<file path="src/hw/rtl/pbmm_pkg.sv">
// ----------------------------------------------------------------------------
// pbmm_pkg
// Shared widths, constants and word types of the point/box distance unit.
// ----------------------------------------------------------------------------
package pbmm_pkg;

	localparam int COORD_W     = 16;
	localparam int SQ_W        = 2 * COORD_W;
	localparam int SUM_W       = 36;
	localparam int ROOT_W      = SUM_W / 2;
	localparam int REM_W       = ROOT_W + 2;
	localparam int QUEUE_DEPTH = 4;
	localparam int QPTR_W      = $clog2(QUEUE_DEPTH);
	localparam int IN_DATA_W   = 48;
	localparam int OUT_DATA_W  = 144;

	localparam logic [SUM_W-1:0] SUM_MAX = {SUM_W{1'b1}};

	typedef struct packed {
		logic             done;
		logic [SUM_W-1:0] max_sq;
		logic [SUM_W-1:0] min_sq;
		logic [COORD_W-1:0] near_c;
		logic [COORD_W-1:0] far_c;
	} entry_t;

	typedef struct packed {
		logic              done;
		logic [ROOT_W-1:0] max_dist;
		logic [ROOT_W-1:0] min_dist;
		logic [SUM_W-1:0]  max_sq;
		logic [SUM_W-1:0]  min_sq;
		logic [COORD_W-1:0] near_c;
		logic [COORD_W-1:0] far_c;
	} res_t;

endpackage

</file>
<file path="src/hw/rtl/point_box_min_max_distance_unit.sv">
// Each word passes front stages s1 and s2 and the queue to the output register.
// Throughput: one dimension word per cycle while no last dimension is pending
// and the output is not stalled; a last-dimension word holds the back end for 18 serial root steps.
// A 4-word queue lets the front keep taking words while the back end works.
// Reset (arst_n low, asynchronous) clears the running sums, queue and valids.
// ----------------------------------------------------------------------------
// point_box_min_max_distance_unit
// Nearest/farthest point-to-box distance, one dimension per word.
// ----------------------------------------------------------------------------
module point_box_min_max_distance_unit (
	input  logic                              clk,
	input  logic                              arst_n,
	input  logic                              s_axis_tvalid,
	output logic                              s_axis_tready,
	// box_low [15:0], box_high [31:16], point_coord [47:32]
	input  logic [pbmm_pkg::IN_DATA_W-1:0]    s_axis_tdata,
	input  logic                              s_axis_tlast,
	output logic                              m_axis_tvalid,
	input  logic                              m_axis_tready,
	// far_coord [15:0], near_coord [31:16], min_dist_sq [67:32],
	// max_dist_sq [103:68], min_dist [121:104], max_dist [139:122], zero pad
	output logic [pbmm_pkg::OUT_DATA_W-1:0]   m_axis_tdata,
	output logic                              m_axis_tlast
);

	localparam int CW = pbmm_pkg::COORD_W;

	logic             q_push, q_ready, q_valid, q_pop;
	pbmm_pkg::entry_t q_wdata, q_rdata;
	pbmm_pkg::res_t   res;

	pbmm_front u_front (
		.clk(clk), .arst_n(arst_n),
		.in_valid(s_axis_tvalid), .in_ready(s_axis_tready),
		.in_low(s_axis_tdata[CW-1:0]),
		.in_high(s_axis_tdata[2*CW-1:CW]),
		.in_coord(s_axis_tdata[3*CW-1:2*CW]),
		.in_last(s_axis_tlast),
		.q_push(q_push), .q_ready(q_ready), .q_data(q_wdata)
	);

	pbmm_fifo u_queue (
		.clk(clk), .arst_n(arst_n),
		.push(q_push), .wdata(q_wdata), .ready(q_ready),
		.pop(q_pop), .valid(q_valid), .rdata(q_rdata)
	);

	pbmm_back u_back (
		.clk(clk), .arst_n(arst_n),
		.q_valid(q_valid), .q_pop(q_pop), .q_data(q_rdata),
		.out_valid(m_axis_tvalid), .out_ready(m_axis_tready), .out_data(res)
	);

	assign m_axis_tdata = {4'b0000, res.max_dist, res.min_dist, res.max_sq, res.min_sq,
		res.near_c, res.far_c};
	assign m_axis_tlast = res.done;

endmodule

</file>
<file path="src/hw/rtl/pbmm_front.sv">
// ----------------------------------------------------------------------------
// pbmm_front
// Classifies each dimension, squares the gaps and keeps the running sums.
// ----------------------------------------------------------------------------
module pbmm_front (
	input  logic                              clk,
	input  logic                              arst_n,
	input  logic                              in_valid,
	output logic                              in_ready,
	input  logic signed [pbmm_pkg::COORD_W-1:0] in_low,
	input  logic signed [pbmm_pkg::COORD_W-1:0] in_high,
	input  logic signed [pbmm_pkg::COORD_W-1:0] in_coord,
	input  logic                              in_last,
	output logic                              q_push,
	input  logic                              q_ready,
	output pbmm_pkg::entry_t                  q_data
);

	localparam int CW = pbmm_pkg::COORD_W;
	localparam int SW = pbmm_pkg::SUM_W;
	localparam int QW = pbmm_pkg::SQ_W;

	logic signed [CW:0] d_lo, d_hi, twice_x, lo_plus_hi;
	logic [CW-1:0]      a_lo, a_hi, gmin, gmax;
	logic [CW-1:0]      far_c, near_c;
	logic               le_lo, ge_hi, below_mid;
	logic               en1, en2;

	logic               v_s1, last_s1, v_s2, last_s2;
	logic [CW-1:0]      gmin_s1, gmax_s1, far_s1, near_s1, far_s2, near_s2;
	logic [QW-1:0]      sqmin_s2, sqmax_s2;
	logic [SW-1:0]      min_sum_q, max_sum_q;
	logic [SW:0]        min_add, max_add;
	logic [SW-1:0]      min_new, max_new;

	assign d_lo       = {in_low[CW-1], in_low} - {in_coord[CW-1], in_coord};
	assign d_hi       = {in_high[CW-1], in_high} - {in_coord[CW-1], in_coord};
	assign twice_x    = {in_coord, 1'b0};
	assign lo_plus_hi = {in_low[CW-1], in_low} + {in_high[CW-1], in_high};
	assign a_lo       = d_lo[CW] ? CW'(-d_lo) : d_lo[CW-1:0];
	assign a_hi       = d_hi[CW] ? CW'(-d_hi) : d_hi[CW-1:0];
	assign le_lo      = in_coord <= in_low;
	assign ge_hi      = in_coord >= in_high;
	assign below_mid  = twice_x < lo_plus_hi;

	always_comb begin
		if (le_lo) begin
			gmin   = a_lo;
			gmax   = a_hi;
			far_c  = in_high;
			near_c = in_low;
		end else if (ge_hi) begin
			gmin   = a_hi;
			gmax   = a_lo;
			far_c  = in_low;
			near_c = in_high;
		end else begin
			gmin   = '0;
			near_c = in_coord;
			gmax   = below_mid ? a_hi : a_lo;
			far_c  = below_mid ? in_high : in_low;
		end
	end

	assign q_push   = v_s2 && q_ready;
	assign en2      = !v_s2 || q_ready;
	assign en1      = !v_s1 || en2;
	assign in_ready = en1;

	always_ff @(posedge clk or negedge arst_n) begin
		if (!arst_n) begin
			v_s1 <= 1'b0;
			v_s2 <= 1'b0;
		end else begin
			if (en1) v_s1 <= in_valid;
			if (en2) v_s2 <= v_s1;
		end
	end

	always_ff @(posedge clk) begin
		if (en1 && in_valid) begin
			gmin_s1 <= gmin;
			gmax_s1 <= gmax;
			far_s1  <= far_c;
			near_s1 <= near_c;
			last_s1 <= in_last;
		end
		if (en2 && v_s1) begin
			sqmin_s2 <= gmin_s1 * gmin_s1;
			sqmax_s2 <= gmax_s1 * gmax_s1;
			far_s2   <= far_s1;
			near_s2  <= near_s1;
			last_s2  <= last_s1;
		end
	end

	// saturating accumulate at push time
	assign min_add = {1'b0, min_sum_q} + (SW+1)'(sqmin_s2);
	assign max_add = {1'b0, max_sum_q} + (SW+1)'(sqmax_s2);
	assign min_new = min_add[SW] ? pbmm_pkg::SUM_MAX : min_add[SW-1:0];
	assign max_new = max_add[SW] ? pbmm_pkg::SUM_MAX : max_add[SW-1:0];

	always_ff @(posedge clk or negedge arst_n) begin
		if (!arst_n) begin
			min_sum_q <= '0;
			max_sum_q <= '0;
		end else if (q_push) begin
			min_sum_q <= last_s2 ? '0 : min_new;
			max_sum_q <= last_s2 ? '0 : max_new;
		end
	end

	always_comb begin
		q_data.far_c  = far_s2;
		q_data.near_c = near_s2;
		q_data.min_sq = last_s2 ? min_new : '0;
		q_data.max_sq = last_s2 ? max_new : '0;
		q_data.done   = last_s2;
	end

endmodule

</file>
<file path="src/hw/rtl/pbmm_fifo.sv">
// ----------------------------------------------------------------------------
// pbmm_fifo
// Short first-word-fall-through queue between front and back.
// ----------------------------------------------------------------------------
module pbmm_fifo (
	input  logic             clk,
	input  logic             arst_n,
	input  logic             push,
	input  pbmm_pkg::entry_t wdata,
	output logic             ready,
	input  logic             pop,
	output logic             valid,
	output pbmm_pkg::entry_t rdata
);

	localparam int PW = pbmm_pkg::QPTR_W;

	pbmm_pkg::entry_t mem_q [pbmm_pkg::QUEUE_DEPTH];
	logic [PW-1:0]    wptr_q, rptr_q;
	logic [PW:0]      count_q;

	assign ready = count_q != (PW+1)'(pbmm_pkg::QUEUE_DEPTH);
	assign valid = count_q != '0;
	assign rdata = mem_q[rptr_q];

	always_ff @(posedge clk or negedge arst_n) begin
		if (!arst_n) begin
			wptr_q  <= '0;
			rptr_q  <= '0;
			count_q <= '0;
		end else begin
			if (push) wptr_q <= wptr_q + 1'b1;
			if (pop)  rptr_q <= rptr_q + 1'b1;
			if (push && !pop) count_q <= count_q + 1'b1;
			else if (pop && !push) count_q <= count_q - 1'b1;
		end
	end

	always_ff @(posedge clk) begin
		if (push) mem_q[wptr_q] <= wdata;
	end

endmodule

</file>
<file path="src/hw/rtl/pbmm_isqrt.sv">
// ----------------------------------------------------------------------------
// pbmm_isqrt
// Bit-serial floor square root, one root bit per cycle.
// ----------------------------------------------------------------------------
module pbmm_isqrt (
	input  logic                           clk,
	input  logic                           arst_n,
	input  logic                           start,
	input  logic [pbmm_pkg::SUM_W-1:0]     rad,
	output logic                           busy,
	output logic [pbmm_pkg::ROOT_W-1:0]    root
);

	localparam int SW = pbmm_pkg::SUM_W;
	localparam int RW = pbmm_pkg::ROOT_W;
	localparam int MW = pbmm_pkg::REM_W;
	localparam int CNT_W = $clog2(RW + 1);

	logic [SW-1:0]    rad_q;
	logic [MW-1:0]    rem_q;
	logic [RW-1:0]    root_q;
	logic [CNT_W-1:0] cnt_q;
	logic             busy_q;
	logic [MW+1:0]    rem_sh, trial, diff;
	logic             ge;

	assign rem_sh = {rem_q, rad_q[SW-1 -: 2]};
	assign trial  = {2'b00, root_q, 2'b01};
	assign ge     = rem_sh >= trial;
	assign diff   = rem_sh - trial;
	assign busy   = busy_q;
	assign root   = root_q;

	always_ff @(posedge clk or negedge arst_n) begin
		if (!arst_n) begin
			busy_q <= 1'b0;
			cnt_q  <= '0;
		end else if (start) begin
			busy_q <= 1'b1;
			cnt_q  <= CNT_W'(RW);
		end else if (busy_q) begin
			cnt_q <= cnt_q - 1'b1;
			if (cnt_q == CNT_W'(1)) busy_q <= 1'b0;
		end
	end

	always_ff @(posedge clk) begin
		if (start) begin
			rad_q  <= rad;
			rem_q  <= '0;
			root_q <= '0;
		end else if (busy_q) begin
			rad_q  <= {rad_q[SW-3:0], 2'b00};
			rem_q  <= ge ? diff[MW-1:0] : rem_sh[MW-1:0];
			root_q <= {root_q[RW-2:0], ge};
		end
	end

endmodule

</file>
<file path="src/hw/rtl/pbmm_back.sv">
// ----------------------------------------------------------------------------
// pbmm_back
// Drains the queue, runs the roots on last-dimension words, holds the output.
// ----------------------------------------------------------------------------
module pbmm_back (
	input  logic             clk,
	input  logic             arst_n,
	input  logic             q_valid,
	output logic             q_pop,
	input  pbmm_pkg::entry_t q_data,
	output logic             out_valid,
	input  logic             out_ready,
	output pbmm_pkg::res_t   out_data
);

	localparam logic [0:0] ST_IDLE = 1'b0;
	localparam logic [0:0] ST_ROOT = 1'b1;

	logic [0:0]       state_q;
	logic             out_valid_q, out_free;
	pbmm_pkg::res_t   out_q;
	pbmm_pkg::entry_t hold_q;
	logic             start, busy_min, busy_max, load_pass, load_root;
	logic [pbmm_pkg::ROOT_W-1:0] root_min, root_max;

	assign out_free  = !out_valid_q || out_ready;
	assign load_pass = state_q == ST_IDLE && q_valid && !q_data.done && out_free;
	assign start     = state_q == ST_IDLE && q_valid && q_data.done;
	assign load_root = state_q == ST_ROOT && !busy_min && !busy_max && out_free;
	assign q_pop     = load_pass || start;

	pbmm_isqrt u_root_min (
		.clk(clk), .arst_n(arst_n), .start(start), .rad(q_data.min_sq),
		.busy(busy_min), .root(root_min)
	);

	pbmm_isqrt u_root_max (
		.clk(clk), .arst_n(arst_n), .start(start), .rad(q_data.max_sq),
		.busy(busy_max), .root(root_max)
	);

	always_ff @(posedge clk or negedge arst_n) begin
		if (!arst_n) begin
			state_q     <= ST_IDLE;
			out_valid_q <= 1'b0;
		end else begin
			case (state_q)
				ST_IDLE: if (start) state_q <= ST_ROOT;
				ST_ROOT: if (load_root) state_q <= ST_IDLE;
				default: state_q <= ST_IDLE;
			endcase
			if (load_pass || load_root) out_valid_q <= 1'b1;
			else if (out_ready) out_valid_q <= 1'b0;
		end
	end

	always_ff @(posedge clk) begin
		if (start) hold_q <= q_data;
		if (load_pass) begin
			out_q.far_c    <= q_data.far_c;
			out_q.near_c   <= q_data.near_c;
			out_q.min_sq   <= '0;
			out_q.max_sq   <= '0;
			out_q.min_dist <= '0;
			out_q.max_dist <= '0;
			out_q.done     <= 1'b0;
		end else if (load_root) begin
			out_q.far_c    <= hold_q.far_c;
			out_q.near_c   <= hold_q.near_c;
			out_q.min_sq   <= hold_q.min_sq;
			out_q.max_sq   <= hold_q.max_sq;
			out_q.min_dist <= root_min;
			out_q.max_dist <= root_max;
			out_q.done     <= 1'b1;
		end
	end

	assign out_valid = out_valid_q;
	assign out_data  = out_q;

endmodule

</file>
<file path="config.mk">
export PLATFORM = sky130hd
export DESIGN_NAME = point_box_min_max_distance_unit
export DESIGN_NICKNAME = d
export VERILOG_FILES = /design/src/hw/rtl/pbmm_pkg.sv /design/src/hw/rtl/point_box_min_max_distance_unit.sv /design/src/hw/rtl/pbmm_front.sv /design/src/hw/rtl/pbmm_fifo.sv /design/src/hw/rtl/pbmm_isqrt.sv /design/src/hw/rtl/pbmm_back.sv
export SDC_FILE = /design/constraint.sdc
export NUM_CORES = 2
export LEC_CHECK = 0
export BUFFER_PORTS_ARGS = -buffer_cell sky130_fd_sc_hd__buf_2
export CAP_MARGIN = 0
export CORE_MARGIN = 5
export CORE_UTILIZATION = 28
export DETAILED_ROUTE_END_ITERATION = 16
export GPL_TIMING_DRIVEN = 0
export PLACE_DENSITY_LB_ADDON = 0.25
export SKIP_CTS_REPAIR_TIMING = 1
export SLEW_MARGIN = 15
export SYNTH_ARGS = -nofsm -noshare
export SYNTH_HDL_FRONTEND = slang
export SYNTH_SLANG_ARGS = --single-unit
</file>
<file path="constraint.sdc">
create_clock -name clk -period 6.5 [get_ports clk]
set_input_delay 1.3 -clock clk [delete_from_list [all_inputs] [get_ports clk]]
set_output_delay 1.3 -clock clk [all_outputs]
set_load 0.03 [all_outputs]
</file>
==> impl_metrics.ini <==
[synth]
yosysWarnings = 0
synth-async-reset-ratio_pct = 8.90
ys_types = 90
yosysSeqAreaShare_pct = 48.1
synth_edf_count = 788
synthCells = 5390
synth_ff_type = edfxtp_1
yosys_register_bits = 1068
syn_area_mm2 = 0.0619
avgSynthCellArea_um2 = 11.5

[critical_path]
required_ns = 6.99
worstReg2RegEnd = u_front.sqmax_s2[24]
cp.arrival_ns = 7.14
cp_slowest_cell = fa_2
path_delay_family = adder cells
end_kind = register
cpMostUsedCell = fa_1
start_kind = register
crit_type = register to register
reg2regPathDepth = 20
critical_path_buf_inv_count = 3
r2r_start = u_front.gmax_s1[9]
path_cells = and2_4 -> fa_1 -> inv_1 -> fa_1 -> inv_1 -> fa_2 -> fa_1 -> fa_1 -> fa_2 -> ha_4 -> and3_4 -> and3_4 -> a32o_2 -> o41a_1 -> a311oi_2 -> nor3_4 -> buf_4 -> a21o_1 -> a21oi_2 -> xnor2_1
critPathMaxFanout = 8
reg2reg_slack_ns = -0.15
cpPeakStageDelay_ns = 0.61

[global_route]
grt-ovfl-total = 0
grt_max_degree = 71
antenna_found_initial = 3
groute.usage.overall_pct = 13.4
grt_pass1_vias = 41066
grt_pass1_wl_um = 243000

[die]
num_rows = 172
die_x_um = 480
dieArea_mm2 = 0.230
die_height_um = 480
core_area_mm2 = 0.220
initial_core_util_pct = 28.2
io_pins = 200

[layout]
fill_cells = 22091
final_nets = 6575
multi_input_area_mm2 = 0.0294
area_delta_synth_final_pct = 16.4
layout_common_cells = edfxtp_1, nand2_1, inv_1
post-route-util_pct = 32.8
final_layout_size_suffix_gt1_share_pct = 13.6
final_common_cell = edfxtp_1
seq_area_mm2 = 0.0297

[sta]
worst-slew-pin-transition_ns = 1.09
period_needed_ns = 6.65
tns_ns = -0.379
fin_skew_ns = 0.0642
hold_violations = 0
period_share_pct = 102
setup_slack_ns = -0.154
drv_slew = 0
grt_setup_unrepaired = yes
setup_viol = 4
slew-limit-headroom_pct = 27.1
max_freq_ghz = 0.150

[route]
wirelength_um = 157000
drtAntennaViolNets = 0
wl_per_cell_um = 17.8
drc = 0
via_per_inst = 4.54
dr.pass1.iters = 5
drtIter0Drc = 2194
num_vias = 40300

[clock_tree]
clk-insertion-delay-late_ns = 0.74
cts_made_buffers = 108
tritoncts = built
clockBufferDepth = 3
clk_pin_slew_ns = 0.06
cts_root_buffer = clkbuf_16
cts-htree-levels = 3
clock-sinks = 1068

[placement]
portBuffers = 195
gp_congestion = 0.859
place_ws_ns = -1.16
hpwl_um = 120000

[outcome]
outcome = finished with violations
violations = setup timing

[hold_path]
holdPathStages = 0
min_from = u_front.near_s1[3]
min_to = u_front.near_s2[3]
min_path_type = register to register

[job]
maxCapViolCount = 0
==> registers in the layout, indices dropped and copies added, names as in the netlist, 31 cells and up <==
| signal | cells |
|---|---|
| u_back.u_root_max.rad_q | 36 |
| u_front.min_sum_q | 36 |
| u_front.sqmax_s2 | 31 |
| u_back.out_data | 141 |
| u_queue.mem_q | 420 |
| u_front.sqmin_s2 | 31 |
| u_back.hold_q | 104 |
| u_back.u_root_min.rad_q | 36 |
| u_front.max_sum_q | 36 |
==> cell type report <==
| cell class | instances | area share, % |
|---|---|---|
| plain buffers | 207 | 1.41 |
| repair buffers | 313 | 3.10 |
| flip-flops and latches | 1068 | 41.3 |
| multi-input cells | 3506 | 40.8 |
| inverters | 611 | 3.18 |
| diodes | 3 | 0.0104 |
| well taps | 2958 | 5.14 |
| clock inverters | 67 | 1.10 |
| clock buffers | 137 | 4.02 |
==> cells by family (layout without fill, tap and decap cells) <==
family | count (synthesis) | in the layout | share of synthesized area [%]
multiplexers | 262 | 262 | 6.47
XOR/XNOR | 227 | 227 | 3.21
other | 1 | 7 | 0.00606
adder cells (fa/ha/maj) | 707 | 707 | 18.3
flip-flops | 1068 | 1068 | 48.1
AND/OR/NAND/NOR | 1441 | 1441 | 10.2
buffers and inverters | 819 | 1335 | 5.05
AO/OA/AOI/OAI | 865 | 865 | 8.71
==> cell usage after synthesis (11+ instances only) <==
master | instances | share of area, %
xnor2_1 | 157 | 2.2
nand2_1 | 738 | 4.5
ha_1 | 377 | 7.6
o31ai_1 | 21 | 0.25
dfrtp_1 | 95 | 3.8
and2_1 | 104 | 1.1
nand2b_1 | 24 | 0.24
dfxtp_1 | 185 | 6.0
o21a_1 | 28 | 0.34
a21o_1 | 78 | 0.95
mux4_2 | 105 | 3.8
edfxtp_1 | 788 | 38
xor2_1 | 70 | 0.99
a211oi_1 | 31 | 0.38
and3_1 | 38 | 0.38
buf_1 | 12 | 0.073
o21ai_0 | 165 | 1.3
buf_2 | 11 | 0.089
nor2b_1 | 31 | 0.31
nand4_1 | 20 | 0.20
fa_1 | 330 | 11
nor3_1 | 60 | 0.49
o22ai_1 | 19 | 0.19
or2_2 | 11 | 0.11
a31oi_1 | 25 | 0.25
mux2i_1 | 106 | 1.7
o211ai_1 | 13 | 0.16
a21oi_1 | 339 | 2.7
nand3_1 | 58 | 0.47
o21bai_1 | 27 | 0.33
mux2_2 | 48 | 0.87
nor2_1 | 315 | 1.9
inv_1 | 608 | 3.7
clkbuf_1 | 177 | 1.1
==> per-layer routing <==
metal	vias to the layer above	wire length, um	global-route usage [%]	part of all wire (%)
met2	658	76300	22.8	48
met3	214	5290	1.39	3.4
met1	19903	71700	18.0	46
met4	0	4100	3.81	2.6
met5	-	0	0	0
li1	19525	-	-	-
==> how the worst max path moves through the flow <==
stage / startpoint / end / slack, ns / cells past startpoint
finish: u_front.gmax_s1[9] / u_front.sqmax_s2[24] / -0.15 / 20
global route: u_front.gmax_s1[2] / u_front.sqmax_s2[28] / -0.38 / 22
CTS: u_front.gmax_s1[4] / u_front.sqmax_s2[29] / -1.15 / 25
detailed placement: u_front.gmax_s1[4] / u_front.sqmax_s2[29] / -1.16 / 25
global placement: u_queue.rptr_q[0] / u_back.hold_q[16] / -2.34 / 6
floorplan: u_front.gmax_s1[8] / u_front.sqmax_s2[28] / 0.07 / 23
==> per-stage QoR <==
step / instance area [um^2] / hold WS, ns / instances
5_1_grt: 72000 / 0.399 / 8868
2_1_floorplan: 61900 / 0.400 / 5393
3_3_place_gp: 66600 / 0.402 / 8546
3_5_place_dp: 67100 / 0.406 / 8566
4_1_cts: 70800 / 0.349 / 8770
6_report: 72000 / 0.417 / 8870
Power is left out: the tool's default activity adds up to more than one toggle a clock period on the data nets, which glitch-free logic cannot reach.
